$ cat config.mk
export PLATFORM = sky130hd
export DESIGN_NAME = direct_mapped_cache_controller_top
export DESIGN_NICKNAME = d
export VERILOG_FILES = /design/src/rtl/dmc_pkg.sv /design/src/rtl/direct_mapped_cache_controller_top.sv /design/src/rtl/dmc_line_ram.sv
export SDC_FILE = /design/constraint.sdc
export NUM_CORES = 2
export LEC_CHECK = 0
export BUFFER_PORTS_ARGS = -buffer_cell sky130_fd_sc_hd__buf_2
export CAP_MARGIN = 25
export CORE_ASPECT_RATIO = 0.6
export CORE_MARGIN = 2
export CORE_UTILIZATION = 40
export CTS_BUF_LIST = sky130_fd_sc_hd__clkbuf_4 sky130_fd_sc_hd__clkbuf_8
export CTS_CLUSTER_DIAMETER = 50
export DETAILED_ROUTE_END_ITERATION = 10
export PLACE_DENSITY = 0.57
export SLEW_MARGIN = 25
export SYNTH_ARGS = -nofsm -noshare
export SYNTH_HDL_FRONTEND = slang
export SYNTH_HIERARCHICAL = 1
export SYNTH_SLANG_ARGS = --single-unit
$ cat constraint.sdc
create_clock -name clk_i -period 16.2 [get_ports clk_i]
set_input_delay 4.86 -clock clk_i [delete_from_list [all_inputs] [get_ports clk_i]]
set_output_delay 4.86 -clock clk_i [all_outputs]
set_load 0.01 [all_outputs]
$ cat src/rtl/dmc_pkg.sv
// Shared types and constants for the direct-mapped cache controller.
`default_nettype none
package dmc_pkg;

  localparam int unsigned NUM_LINES_DEF  = 16;
  localparam int unsigned LINE_WORDS_DEF = 4;
  localparam int unsigned MEM_WORDS_DEF  = 65536;

  localparam int unsigned PORT_WORDS = 4;
  localparam int unsigned LADDR_W    = 16;
  localparam int unsigned CFG_IDX_W  = 2;
  localparam int unsigned CFG_DATA_W = 4;

  localparam logic [3:0] HIT_DELAY_RST = 4'd2;

  typedef enum logic [1:0] {
    FUNC_LOAD   = 2'd0,
    FUNC_STORE  = 2'd1,
    FUNC_CANCEL = 2'd2,
    FUNC_NOP    = 2'd3
  } func_e;

  typedef enum logic [1:0] {
    KIND_NONE  = 2'd0,
    KIND_LOAD  = 2'd1,
    KIND_STORE = 2'd2
  } kind_e;

  typedef enum logic [1:0] {
    ERR_NONE   = 2'd0,
    ERR_DIRTY  = 2'd1,
    ERR_POLICY = 2'd2
  } err_e;

  typedef enum logic [1:0] {
    CFG_HIT_DELAY    = 2'd0,
    CFG_WRITE_POLICY = 2'd1,
    CFG_ALLOC_POLICY = 2'd2
  } cfg_idx_e;

  typedef struct packed {
    logic                               wait_res;
    logic [31:0]                        load_data;
    logic [2:0]                         owner_stage;
    err_e                               error_code;
    logic                               lower_read;
    logic                               lower_write;
    logic [LADDR_W-1:0]                 lower_line_addr;
    logic [PORT_WORDS-1:0][31:0]        write_words;
  } res_t;

endpackage
`default_nettype wire

$ cat src/rtl/direct_mapped_cache_controller_top.sv
// Top level of the direct-mapped cache controller.
//
// One call (load, store, cancel or no-op) enters on the in channel per item and
// produces exactly one result item on the out channel. A pending request is
// retried by the caller; the answer tells it to wait, or completes the access.
// Lower-level line reads and writes are requested through the result fields,
// and lower_ready with the fill words reports their completion in the same call.
// An accepted item waits in the input register; the result register loads from it
// once the out channel can advance. Throughput: one item per cycle while the
// receiver takes results; the path is one pass through the step logic plus a
// registered read of the line memory at acceptance.
// A stalled receiver holds the result register; the input register still takes
// one more item, then in_ready_o drops until the result is taken.
// Reset clears all line valid and dirty bits, the active request and restores
// hit_delay 2, write-through, no-write-allocate; no clearing pass is needed.
// Configuration writes take effect at the edge where cfg_we_i is high and must
// happen only while no item is in flight.
`default_nettype none
module direct_mapped_cache_controller_top #(
  parameter int unsigned NUM_LINES  = dmc_pkg::NUM_LINES_DEF,
  parameter int unsigned LINE_WORDS = dmc_pkg::LINE_WORDS_DEF,
  parameter int unsigned MEM_WORDS  = dmc_pkg::MEM_WORDS_DEF
) (
  input  wire logic                           clk_i,
  input  wire logic                           rst_ni,
  input  wire logic                           cfg_we_i,
  input  wire logic [dmc_pkg::CFG_IDX_W-1:0]  cfg_index_i,
  input  wire logic [dmc_pkg::CFG_DATA_W-1:0] cfg_data_i,
  input  wire logic                           in_valid_i,
  output logic                                in_ready_o,
  input  wire logic [1:0]                     func_i,
  input  wire logic signed [31:0]             address_i,
  input  wire logic [2:0]                     requester_i,
  input  wire logic [31:0]                    store_data_i,
  input  wire logic                           lower_ready_i,
  input  wire logic [31:0]                    fill_word_0_i,
  input  wire logic [31:0]                    fill_word_1_i,
  input  wire logic [31:0]                    fill_word_2_i,
  input  wire logic [31:0]                    fill_word_3_i,
  output logic                                out_valid_o,
  input  wire logic                           out_ready_i,
  output logic                                wait_res_o,
  output logic [31:0]                         load_data_o,
  output logic [2:0]                          owner_stage_o,
  output logic [1:0]                          error_code_o,
  output logic                                lower_read_o,
  output logic                                lower_write_o,
  output logic [dmc_pkg::LADDR_W-1:0]         lower_line_addr_o,
  output logic [31:0]                         write_word_0_o,
  output logic [31:0]                         write_word_1_o,
  output logic [31:0]                         write_word_2_o,
  output logic [31:0]                         write_word_3_o
);
  import dmc_pkg::*;

  localparam int unsigned LOG_L  = $clog2(LINE_WORDS);
  localparam int unsigned LOG_N  = $clog2(NUM_LINES);
  localparam int unsigned ADDR_W = $clog2(MEM_WORDS);
  localparam int unsigned OFF_W  = (LOG_L > 0) ? LOG_L : 1;
  localparam int unsigned IDX_W  = (LOG_N > 0) ? LOG_N : 1;
  localparam int unsigned TAG_W  = (ADDR_W > LOG_L + LOG_N) ? (ADDR_W - LOG_L - LOG_N) : 1;
  localparam int unsigned ROW_W  = 32 * LINE_WORDS;

  typedef logic [LINE_WORDS-1:0][31:0] row_t;

  // configuration
  logic [3:0] hit_delay_q;
  logic       write_pol_q;
  logic       alloc_pol_q;

  // input register
  logic              s1_valid_q;
  func_e             s1_func_q;
  logic [ADDR_W-1:0] s1_addr_q;
  logic [2:0]        s1_req_q;
  logic [31:0]       s1_sdata_q;
  logic              s1_ready_q;
  row_t              s1_fill_q;

  // active request
  kind_e             act_kind_q, act_kind_d;
  logic [2:0]        act_owner_q, act_owner_d;
  logic [ADDR_W-1:0] act_addr_q, act_addr_d;
  logic [31:0]       act_sword_q, act_sword_d;
  logic              act_miss_q, act_miss_d;
  logic              fetched_q, fetched_d;
  logic [3:0]        cycles_q, cycles_d;
  row_t              fline_q, fline_d;
  logic              fline_we;

  // line state
  logic [NUM_LINES-1:0] line_valid_q;
  logic [NUM_LINES-1:0] line_dirty_q;
  logic [TAG_W-1:0]     line_tag_q [NUM_LINES];

  // result register
  logic out_valid_q;
  res_t out_q, res_d;

  logic advance, step_en, in_acc;
  logic [PORT_WORDS-1:0][31:0] fill_all;
  logic [ADDR_W-1:0]           in_addr;
  logic [IDX_W-1:0]            in_idx;
  logic [ROW_W-1:0]            ram_rdata;
  row_t                        cur_row;

  logic [IDX_W-1:0]  s_idx;
  logic [OFF_W-1:0]  s_off;
  logic [TAG_W-1:0]  s_tag;
  logic [ADDR_W-1:0] s_base;

  logic       mem_we;
  row_t       mem_wrow;
  logic       inst_we, inst_dirty;
  logic       dirty_we, dirty_val;

  assign advance    = !out_valid_q || out_ready_i;
  assign step_en    = s1_valid_q && advance;
  assign in_ready_o = !s1_valid_q || advance;
  assign in_acc     = in_valid_i && in_ready_o;

  assign fill_all = {fill_word_3_i, fill_word_2_i, fill_word_1_i, fill_word_0_i};
  assign in_addr  = address_i[ADDR_W-1:0];
  assign in_idx   = IDX_W'((in_addr >> LOG_L) & ADDR_W'(NUM_LINES - 1));

  assign s_idx  = IDX_W'((s1_addr_q >> LOG_L) & ADDR_W'(NUM_LINES - 1));
  assign s_off  = OFF_W'(s1_addr_q & ADDR_W'(LINE_WORDS - 1));
  assign s_tag  = TAG_W'(s1_addr_q >> (LOG_L + LOG_N));
  assign s_base = s1_addr_q & ~ADDR_W'(LINE_WORDS - 1);

  assign cur_row = row_t'(ram_rdata);

  dmc_line_ram #(
    .NUM_LINES (NUM_LINES),
    .ROW_W     (ROW_W),
    .IDX_W     (IDX_W)
  ) u_line_ram (
    .clk_i   (clk_i),
    .we_i    (mem_we && step_en),
    .waddr_i (s_idx),
    .wdata_i (ROW_W'(mem_wrow)),
    .re_i    (in_acc),
    .raddr_i (in_idx),
    .rdata_o (ram_rdata)
  );

  always_comb begin
    kind_e       kind;
    logic [3:0]  cyc;
    logic        go;
    logic        victim_dirty;
    row_t        wrow;
    logic [2:0]  cur_owner;

    act_kind_d  = act_kind_q;
    act_owner_d = act_owner_q;
    act_addr_d  = act_addr_q;
    act_sword_d = act_sword_q;
    act_miss_d  = act_miss_q;
    fetched_d   = fetched_q;
    cycles_d    = cycles_q;
    fline_d     = fline_q;
    fline_we    = 1'b0;
    mem_we      = 1'b0;
    mem_wrow    = cur_row;
    inst_we     = 1'b0;
    inst_dirty  = 1'b0;
    dirty_we    = 1'b0;
    dirty_val   = 1'b0;
    res_d       = '0;
    kind        = KIND_NONE;
    cyc         = cycles_q;
    go          = 1'b1;
    wrow        = cur_row;
    cur_owner   = act_owner_q;
    victim_dirty = line_valid_q[s_idx] && line_dirty_q[s_idx];

    unique case (s1_func_q)
      FUNC_CANCEL: begin
        act_kind_d = KIND_NONE;
        act_owner_d = '0;
        act_addr_d = '0;
        act_sword_d = '0;
        act_miss_d = 1'b0;
        fetched_d = 1'b0;
        cycles_d = '0;
      end
      FUNC_LOAD, FUNC_STORE: begin
        kind = (s1_func_q == FUNC_LOAD) ? KIND_LOAD : KIND_STORE;
        if (act_kind_q == KIND_NONE) begin
          act_kind_d  = kind;
          act_owner_d = s1_req_q;
          act_addr_d  = s1_addr_q;
          act_sword_d = (kind == KIND_STORE) ? s1_sdata_q : '0;
          act_miss_d  = !(line_valid_q[s_idx] && (line_tag_q[s_idx] == s_tag));
          fetched_d   = 1'b0;
          cycles_d    = (kind == KIND_LOAD && act_miss_d) ? 4'd0 : hit_delay_q;
        end
        cur_owner = act_owner_d;
        cyc = cycles_d;
        if (act_kind_d != kind || act_owner_d != s1_req_q || act_addr_d != s1_addr_q) begin
          res_d.wait_res = 1'b1;
          res_d.owner_stage = cur_owner;
        end else if (kind == KIND_LOAD) begin
          if (act_miss_d && !fetched_d) begin
            res_d.lower_read = 1'b1;
            res_d.lower_line_addr = LADDR_W'(s_base);
            if (!s1_ready_q) begin
              res_d.wait_res = 1'b1;
              res_d.owner_stage = cur_owner;
              go = 1'b0;
            end else begin
              fline_we = 1'b1;
              fline_d = s1_fill_q;
              fetched_d = 1'b1;
              if (victim_dirty && write_pol_q) begin
                res_d.error_code = ERR_DIRTY;
                act_kind_d = KIND_NONE;
                go = 1'b0;
              end else begin
                inst_we = 1'b1;
                mem_we = 1'b1;
                mem_wrow = s1_fill_q;
                wrow = s1_fill_q;
                cyc = hit_delay_q;
                cycles_d = hit_delay_q;
              end
            end
          end
          if (go) begin
            if (cyc != 4'd0) begin
              cycles_d = cyc - 4'd1;
              if (cycles_d != 4'd0) begin
                res_d.wait_res = 1'b1;
                res_d.owner_stage = cur_owner;
                go = 1'b0;
              end
            end
            if (go) begin
              res_d.load_data = wrow[s_off];
              act_kind_d = KIND_NONE;
            end
          end
        end else begin
          if (!act_miss_d) begin
            if (cyc != 4'd0) begin
              cycles_d = cyc - 4'd1;
              res_d.wait_res = 1'b1;
              res_d.owner_stage = cur_owner;
            end else begin
              wrow[s_off] = act_sword_d;
              mem_we = 1'b1;
              mem_wrow = wrow;
              if (!write_pol_q) begin
                res_d.lower_write = 1'b1;
                res_d.lower_line_addr = LADDR_W'(s_base);
                for (int i = 0; i < LINE_WORDS; i++) res_d.write_words[i] = wrow[i];
                if (!s1_ready_q) begin
                  res_d.wait_res = 1'b1;
                  res_d.owner_stage = cur_owner;
                end else begin
                  dirty_we = 1'b1;
                  act_kind_d = KIND_NONE;
                end
              end else begin
                dirty_we = 1'b1;
                dirty_val = 1'b1;
                act_kind_d = KIND_NONE;
              end
            end
          end else if (!write_pol_q && !alloc_pol_q) begin
            res_d.lower_line_addr = LADDR_W'(s_base);
            if (!fetched_d) begin
              res_d.lower_read = 1'b1;
              res_d.wait_res = 1'b1;
              res_d.owner_stage = cur_owner;
              if (s1_ready_q) begin
                fline_we = 1'b1;
                fline_d = s1_fill_q;
                fline_d[s_off] = act_sword_d;
                fetched_d = 1'b1;
              end
            end else begin
              res_d.lower_write = 1'b1;
              for (int i = 0; i < LINE_WORDS; i++) res_d.write_words[i] = fline_q[i];
              if (!s1_ready_q) begin
                res_d.wait_res = 1'b1;
                res_d.owner_stage = cur_owner;
              end else begin
                act_kind_d = KIND_NONE;
              end
            end
          end else if (write_pol_q && alloc_pol_q) begin
            if (!fetched_d) begin
              res_d.lower_read = 1'b1;
              res_d.lower_line_addr = LADDR_W'(s_base);
              if (!s1_ready_q) begin
                res_d.wait_res = 1'b1;
                res_d.owner_stage = cur_owner;
                go = 1'b0;
              end else begin
                fline_we = 1'b1;
                fline_d = s1_fill_q;
                fline_d[s_off] = act_sword_d;
                fetched_d = 1'b1;
                if (victim_dirty) begin
                  res_d.error_code = ERR_DIRTY;
                  act_kind_d = KIND_NONE;
                  go = 1'b0;
                end else begin
                  inst_we = 1'b1;
                  inst_dirty = 1'b1;
                  mem_we = 1'b1;
                  mem_wrow = fline_d;
                end
              end
            end
            if (go) begin
              if (cyc != 4'd0) begin
                cycles_d = cyc - 4'd1;
                res_d.wait_res = 1'b1;
                res_d.owner_stage = cur_owner;
              end else begin
                act_kind_d = KIND_NONE;
              end
            end
          end else begin
            res_d.error_code = ERR_POLICY;
            act_kind_d = KIND_NONE;
          end
        end
        if (act_kind_d == KIND_NONE) begin
          act_owner_d = '0;
          act_addr_d = '0;
          act_sword_d = '0;
          act_miss_d = 1'b0;
          fetched_d = 1'b0;
          cycles_d = '0;
        end
      end
      FUNC_NOP: begin
      end
      default: begin
      end
    endcase
  end

  always_ff @(posedge clk_i or negedge rst_ni) begin
    if (!rst_ni) begin
      hit_delay_q  <= HIT_DELAY_RST;
      write_pol_q  <= 1'b0;
      alloc_pol_q  <= 1'b0;
      s1_valid_q   <= 1'b0;
      out_valid_q  <= 1'b0;
      act_kind_q   <= KIND_NONE;
      act_owner_q  <= '0;
      act_addr_q   <= '0;
      act_sword_q  <= '0;
      act_miss_q   <= 1'b0;
      fetched_q    <= 1'b0;
      cycles_q     <= '0;
      line_valid_q <= '0;
      line_dirty_q <= '0;
    end else begin
      if (cfg_we_i) begin
        priority case (cfg_index_i)
          CFG_HIT_DELAY:    hit_delay_q <= cfg_data_i[3:0];
          CFG_WRITE_POLICY: write_pol_q <= cfg_data_i[0];
          CFG_ALLOC_POLICY: alloc_pol_q <= cfg_data_i[0];
          default: ;
        endcase
      end
      if (in_acc) begin
        s1_valid_q <= 1'b1;
      end else if (advance) begin
        s1_valid_q <= 1'b0;
      end
      if (step_en) begin
        out_valid_q <= 1'b1;
      end else if (out_ready_i) begin
        out_valid_q <= 1'b0;
      end
      if (step_en) begin
        act_kind_q  <= act_kind_d;
        act_owner_q <= act_owner_d;
        act_addr_q  <= act_addr_d;
        act_sword_q <= act_sword_d;
        act_miss_q  <= act_miss_d;
        fetched_q   <= fetched_d;
        cycles_q    <= cycles_d;
        if (inst_we) begin
          line_valid_q[s_idx] <= 1'b1;
          line_dirty_q[s_idx] <= inst_dirty;
        end else if (dirty_we) begin
          line_dirty_q[s_idx] <= dirty_val;
        end
      end
    end
  end

  always_ff @(posedge clk_i) begin
    if (in_acc) begin
      s1_func_q  <= func_e'(func_i);
      s1_addr_q  <= in_addr;
      s1_req_q   <= requester_i;
      s1_sdata_q <= store_data_i;
      s1_ready_q <= lower_ready_i;
      for (int i = 0; i < LINE_WORDS; i++) s1_fill_q[i] <= fill_all[i];
    end
    if (step_en) begin
      out_q <= res_d;
      if (fline_we) begin
        fline_q <= fline_d;
      end
      if (inst_we) begin
        line_tag_q[s_idx] <= s_tag;
      end
    end
  end

  assign out_valid_o       = out_valid_q;
  assign wait_res_o        = out_q.wait_res;
  assign load_data_o       = out_q.load_data;
  assign owner_stage_o     = out_q.owner_stage;
  assign error_code_o      = out_q.error_code;
  assign lower_read_o      = out_q.lower_read;
  assign lower_write_o     = out_q.lower_write;
  assign lower_line_addr_o = out_q.lower_line_addr;
  assign write_word_0_o    = out_q.write_words[0];
  assign write_word_1_o    = out_q.write_words[1];
  assign write_word_2_o    = out_q.write_words[2];
  assign write_word_3_o    = out_q.write_words[3];

  a_err_done: assert property (@(posedge clk_i) disable iff (!rst_ni)
    out_valid_q && (out_q.error_code != ERR_NONE) |-> !out_q.wait_res)
    else $error("error result marked as wait");

  a_rd_wr_excl: assert property (@(posedge clk_i) disable iff (!rst_ni)
    out_valid_q |-> !(out_q.lower_read && out_q.lower_write))
    else $error("line read and write requested together");

  a_idle_clean: assert property (@(posedge clk_i) disable iff (!rst_ni)
    (act_kind_q == KIND_NONE) |-> (!fetched_q && (cycles_q == 4'd0) && !act_miss_q))
    else $error("idle controller holds request state");

  a_load_done: assert property (@(posedge clk_i) disable iff (!rst_ni)
    out_valid_q && (out_q.load_data != 32'd0) |-> !out_q.wait_res && !out_q.lower_write)
    else $error("load data on an incomplete result");

endmodule
`default_nettype wire

$ cat src/rtl/dmc_line_ram.sv
// Line data memory: one row per line, one write port, registered read with write bypass.
`default_nettype none
module dmc_line_ram #(
  parameter int unsigned NUM_LINES = dmc_pkg::NUM_LINES_DEF,
  parameter int unsigned ROW_W     = 32 * dmc_pkg::LINE_WORDS_DEF,
  parameter int unsigned IDX_W     = (NUM_LINES > 1) ? $clog2(NUM_LINES) : 1
) (
  input  wire logic             clk_i,
  input  wire logic             we_i,
  input  wire logic [IDX_W-1:0] waddr_i,
  input  wire logic [ROW_W-1:0] wdata_i,
  input  wire logic             re_i,
  input  wire logic [IDX_W-1:0] raddr_i,
  output logic      [ROW_W-1:0] rdata_o
);
  import dmc_pkg::*;

  logic [ROW_W-1:0] mem [NUM_LINES];
  logic [ROW_W-1:0] rdata_q;

  always_ff @(posedge clk_i) begin
    if (we_i) begin
      mem[waddr_i] <= wdata_i;
    end
    if (re_i) begin
      rdata_q <= (we_i && (waddr_i == raddr_i)) ? wdata_i : mem[raddr_i];
    end
  end

  assign rdata_o = rdata_q;

endmodule
`default_nettype wire

== Word level (Yosys, flattened, before mapping) ==
Memories as Yosys holds them, arrays and structs flattened. A register that Yosys moved wholly into a read port is not among the register bits.
Cells that the tools add are included.

* Bits in registers: 593
* Bits in latches: 0
* Memory bits (writable): 2208
* Memory bits (read-only): 0
* Input bits: 209
* Output and inout port bits: 186
* Word-level logic and storage cells: 345
* Memories kept: 2

{| class="wikitable"
|+ Memory list
! name !! words !! width !! rd ports !! clocked after Yosys merged registers in !! write ports !! RTL line !! text
|-
| u_line_ram.mem || 16 || 128 || 1 || 1 || 1 || dmc_line_ram.sv:18 || <nowiki>logic [ROW_W-1:0] mem [NUM_LINES];</nowiki>
|-
| line_tag_q || 16 || 10 || 1 || 1 || 1 || direct_mapped_cache_controller_top.sv:94 || <nowiki>logic [TAG_W-1:0] line_tag_q [NUM_LINES];</nowiki>
|}

* Add/subtract/negate cells: 2
* Multiply operators: 0
* Divide/modulo/power cells: 0
* $lt $le $gt $ge: 4
* Eq/ne operators: 12
* Shifts and indexed selects: 0
* Muxes and demuxes: 235
* Bitwise gates (word level): 6
* Reduce and logical (&&, ||, !) cells: 46

{| class="wikitable"
|+ Operators with widths
! cell !! number
|-
| $mux 128 || 26
|-
| $mux 145 || 3
|-
| $bwmux 128 || 2
|-
| $mux 32 || 7
|-
| $mux 16 || 10
|-
| $mux 1 || 108
|-
| $mux 4 || 20
|-
| $bmux 32 s2 || 1
|-
| $demux 32 s2 || 1
|-
| $pmux 32 s2 || 1
|-
| $mux 2 || 25
|-
| $mux 3 || 16
|-
| $mux 36 || 1
|-
| $bwmux 16 || 2
|-
| $pmux 16 s2 || 1
|-
| $mux 6 || 3
|-
| $ne 16x16->1 || 1
|-
| $or 16x16->16 || 1
|-
| $logic_and 1x1->1 || 12
|-
| $reduce_and 2->1 || 6
|-
| $reduce_bool 4->1 || 3
|-
| $eq 10x10->1 || 1
|-
| $reduce_bool 2->1 || 5
|-
| $bmux 1 s4 || 2
|-
| 25 further kinds || 47
|}

== Longest topological paths before layout ==
* Depth after elaboration: 30
* Mapped depth: 24
* Depth with buffers taken out: 19

== Modules after synthesis ==
Netlist, hierarchy kept.

{| class="wikitable"
|+ Modules (own cells, without submodules)
! module !! instances !! cells each !! area each (sq um) !! seq. area each (sq um)
|-
| dmc_line_ram || 1 || 3418 || 81974.9 || 65342.7
|-
| direct_mapped_cache_controller_top || 1 || 3180 || 37260.7 || 22137.5
|}

== Worst setup path after synthesis ==
Ideal clock, no wire load.

* Path type: input port to flip-flop
* Start: input port out_ready_i
* End: memory u_line_ram/mem[0][0] (netlist bit) (enable)
* Library setup time: 0.772 ns
* Arrival time: 15.059 ns
* Required time: 15.428 ns
* Path slack: 0.369 ns
* Cell stages on the path: 7
* Path buffers: 0
* Path through: nand2b_1 > nand2_1 > nor3_1 > o21ai_0 > a21oi_1 > or3b_2 > nor3_1

* Longest elaborated chain between the ends: 5

{| class="wikitable"
|+ RTL lines
! what !! RTL line !! text
|-
| start: declaration || direct_mapped_cache_controller_top.sv:41 || <nowiki>input wire logic out_ready_i,</nowiki>
|-
| $logic_or 1x1->1 || direct_mapped_cache_controller_top.sv:117 || <nowiki>assign advance = !out_valid_q || out_ready_i;</nowiki>
|-
| $logic_and 1x1->1 || direct_mapped_cache_controller_top.sv:118 || <nowiki>assign step_en = s1_valid_q && advance;</nowiki>
|-
| $logic_and 1x1->1 || direct_mapped_cache_controller_top.sv:139 || <nowiki>.we_i (mem_we && step_en),</nowiki>
|-
| $mux 1 || dmc_line_ram.sv:22 || <nowiki>if (we_i) begin</nowiki>
|-
| $mux 1 (implied by the code) || dmc_line_ram.sv:23 || <nowiki>mem[waddr_i] <= wdata_i;</nowiki>
|-
| end: declaration || dmc_line_ram.sv:18 ||
|}

No other way between the ends.

== Final worst setup path ==
* Start: input port out_ready_i
* End: output port in_ready_o

* Longest elaborated chain between the ends: 2

{| class="wikitable"
|+ RTL lines
! what !! RTL line !! text
|-
| $logic_or 1x1->1 || direct_mapped_cache_controller_top.sv:117 ||
|-
| $logic_or 1x1->1 || direct_mapped_cache_controller_top.sv:119 || <nowiki>assign in_ready_o = !s1_valid_q || advance;</nowiki>
|-
| end: declaration || direct_mapped_cache_controller_top.sv:30 || <nowiki>output logic in_ready_o,</nowiki>
|}

No other way between the ends.

==> metrics.md <==
| Metric | Value |
|---|---|
| Clk slew on worst S/H paths | `60 ps` |
| CTS tree | `built` |
| Wire per inst | `35.4 um` |
| Fmax | `98.4 MHz` |
| Syn_area_per_cell | `18.1 um2` |
| Largest net degree at the start of global routing | `120` |
| Synth cell types | `79` |
| Result of the run | `completed` |
| Area Overhead vs Synth | `13.3%` |
| Clock latency on the worst-skew pair | `1060 ps` |
| Max clock buf depth | `4` |
| CP arrival | `5300 ps` |
| Top Usage Layer GRT | `met2` |
| Die width | `709 um` |
| Most numerous cell in the Yosys netlist | `edfxtp_1` |
| CP max stage cell | `nand3b_1` |
| Hold Path End | `line_valid_q[3]` |
| Top cells by area, synth | `edfxtp_1, mux4_2, dfrtp_1` |
| Reg2Reg Depth | `19` |
| Total Nets Final | `7385` |
| Unrepaired setup endpoints after global routing | `false` |
| Max incr delay on CP | `180 ps` |
| Final Setup Violations | `0` |
| Hpwl dp | `229 mm` |
| Final Worst Setup Slack | `6040 ps` |
| Post-Synthesis Cells | `6598` |
| Crit path kind | `in2out` |
| Critical R2R Capture | `u_line_ram/mem[15][102]` |
| Total negative slack | `0 ps` |
| Final Hold Fails | `0` |
| Final Max Tran Viols | `0` |
| Clock skew | `66.8 ps` |
| Kind of end point of the critical path | `output pin` |
| H-tree levels | `5` |
| Tot Pwr | `18.4 mW` |
| CTS buffer count | `441` |
| Power Density | `136 mW/mm2` |
| Lkg Pwr | `43.9 nW` |
| Min cycle time layout | `10160 ps` |
| Post-DP Area | `0.126 mm2` |
| Post-synth top cells | `edfxtp_1, mux4_2, nor2_1` |
| Slew Limit Headroom | `21.5%` |
| WP buf/inv | `2` |
| Most frequent cell on the critical path | `buf_2` |
| Die height | `427 um` |
| Resize count post-CTS | `0` |
| Final RePlAce weighted congestion | `0.860` |
| Core Region | `0.297 mm2` |
| WP data required | `11340 ps` |
| Clock Sinks | `2931` |
| M1 GR Usage | `36.9%` |
| Worst hold path type | `reg2reg` |
| Port Buffers | `376` |
| Synth Register Bits | `2931` |
| Peak VDD IR | `0.103 mV` |
| Final Instance Area | `0.135 mm2` |
| Met2 Use GR | `38.5%` |
| Vias in the first global route | `67800` |
| Period utilisation layout | `62.7%` |
| Least-Margin Pin Slew | `1180 ps` |
| Critical path peak fanout | `3` |
| Via count | `71100` |
| Clock root buffer | `clkbuf_8` |
| Placement Rows | `155` |
| GRT Util Overall | `26.4%` |
| Share of the synthesized area in the top cell type | `71.2%` |
| Full die area | `0.303 mm2` |
| 1st-iter DRT viols | `10100` |
| Hold Buf Count CTS | `0` |
| Final ANT Viol Nets | `0` |
| Async set-reset flop share out of synthesis | `3.38%` |
| Post-synth EDFFs | `2828` |
| Family with the most delay on the worst path | `buffers and inverters` |
| Part of the Yosys area used for sequential elements | `73.4%` |
| Post-route DRC | `0` |
| First-pass GRT wire length | `553 mm` |
| M3 GR Usage | `6.86%` |
| Share of cells above drive strength 1 | `29.6%` |
| Final WL | `408 mm` |
| Warning count from the yosys run | `6` |
| Initial antenna violation count | `29` |
| Prevailing post-synth register cell | `edfxtp_1` |
| # Post-CTS Setup Buffers | `0` |
| Cell Area, Synth | `0.119 mm2` |
| Pre-Repair DR Iteration Count | `6` |
| Vias/cell | `6.17` |
| # IOs | `395` |
| Synth area leader | `edfxtp_1` |
| Max-capacitance violation count | `0` |
| Critical hold path startpoint | `line_valid_q[3]` |
| CP Cell Sequence | `buf_2 -> nand3b_1 -> buf_2` |
| Cells on Worst Hold Path | `1` |
| Global route overflow | `0` |
| CP Launch Type | `input port` |
| Setup slack, reg-to-reg | `8120 ps` |
| Pre-CTS setup slack | `6040 ps` |
| Initial core utilization | `40.2%` |
## power by group
part           internal, mW  switching (mW)
clock network          3.07            2.93
logic                 0.841            2.36
registers              8.96           0.216
total                  12.9            5.51
## worst max path at each step
stage	start	to	cells after the start
6_report	out_ready_i	in_ready_o	3
3_3_place_gp	out_ready_i	in_ready_o	3
2_1_floorplan	out_ready_i	u_line_ram/mem[0][0]	7
4_1_cts	out_ready_i	in_ready_o	3
3_5_place_dp	out_ready_i	in_ready_o	3
5_1_grt	out_ready_i	in_ready_o	3
## layout make-up
cell class                      instances  area [um2]
Fill cell                           25300      162000
Sequential cell                      2931       87500
Multi-Input combinational cell       3200       30400
Clock buffer                          575        7160
Tap cell                             4003        5010
Timing Repair Buffer                  580        3700
Clock inverter                        205        1250
Inverter                               19        86.3
Antenna cell                            9        22.5
## logic make-up (layout without fill, tap and decap cells)
kind of cell,count (synthesis),in the layout,synth area share (%)
AO/OA/AOI/OAI,1233,1233,6.95
XOR/XNOR,40,40,0.294
adder cells (fa/ha/maj),3,3,0.0315
buffers and inverters,468,1379,1.81
flip-flops,2931,2931,73.4
multiplexers,850,850,13.9
other,1,11,0.00315
AND/OR/NAND/NOR,1072,1072,3.69
## layer usage
layer | vias to the layer above | routed length (um)
met5 | - | 520
met4 | 14 | 22800
met3 | 844 | 47400
met2 | 4616 | 177000
met1 | 37600 | 160000
li1 | 28000 | -
## state kept, by name (all words and copies together), names as in the netlist, 32 cells and up, named ones only
signal              cells
write_word_3_o         32
s1_fill_q             128
line_tag_q            160
fline_q               128
write_word_2_o         32
u_line_ram/rdata_o    128
write_word_1_o         32
load_data_o            32
act_sword_q            32
s1_sdata_q             32
u_line_ram/mem       2048
write_word_0_o         32
## layout by cell type (no fill, tap or decap), types with 12 or more instances in the layout
cell type and instances:
buf_12 22, a32o_1 17, mux2_2 144, nand2_1 461
bufinv_16 12, edfxtp_1 2828, a211oi_1 132, clkbuf_4 121
o21ai_0 280, xnor2_1 32, clkbuf_8 455, a22o_1 33
mux4_2 626, clkinv_2 54, inv_1 16, a221o_1 128
mux2i_1 79, nand2b_1 17, o21ai_1 29, buf_2 378
nor2_4 20, dfrtp_1 98, clkinv_1 123, a21oi_2 111
buf_4 176, a21oi_1 165, a22oi_1 272, or2_2 17
and2_1 18, nor2_1 450
## metrics by stage
step	hold WS (ps)	util (%)	instances
after CTS	468	45.4	11500
after floorplan	429	-	6599
after global placement	447	42.5	10700
after global routing	484	45.5	11500
after detailed placement	452	42.6	10700
final	464	45.5	11500
Note: power is estimated with default switching activity, not from simulation.
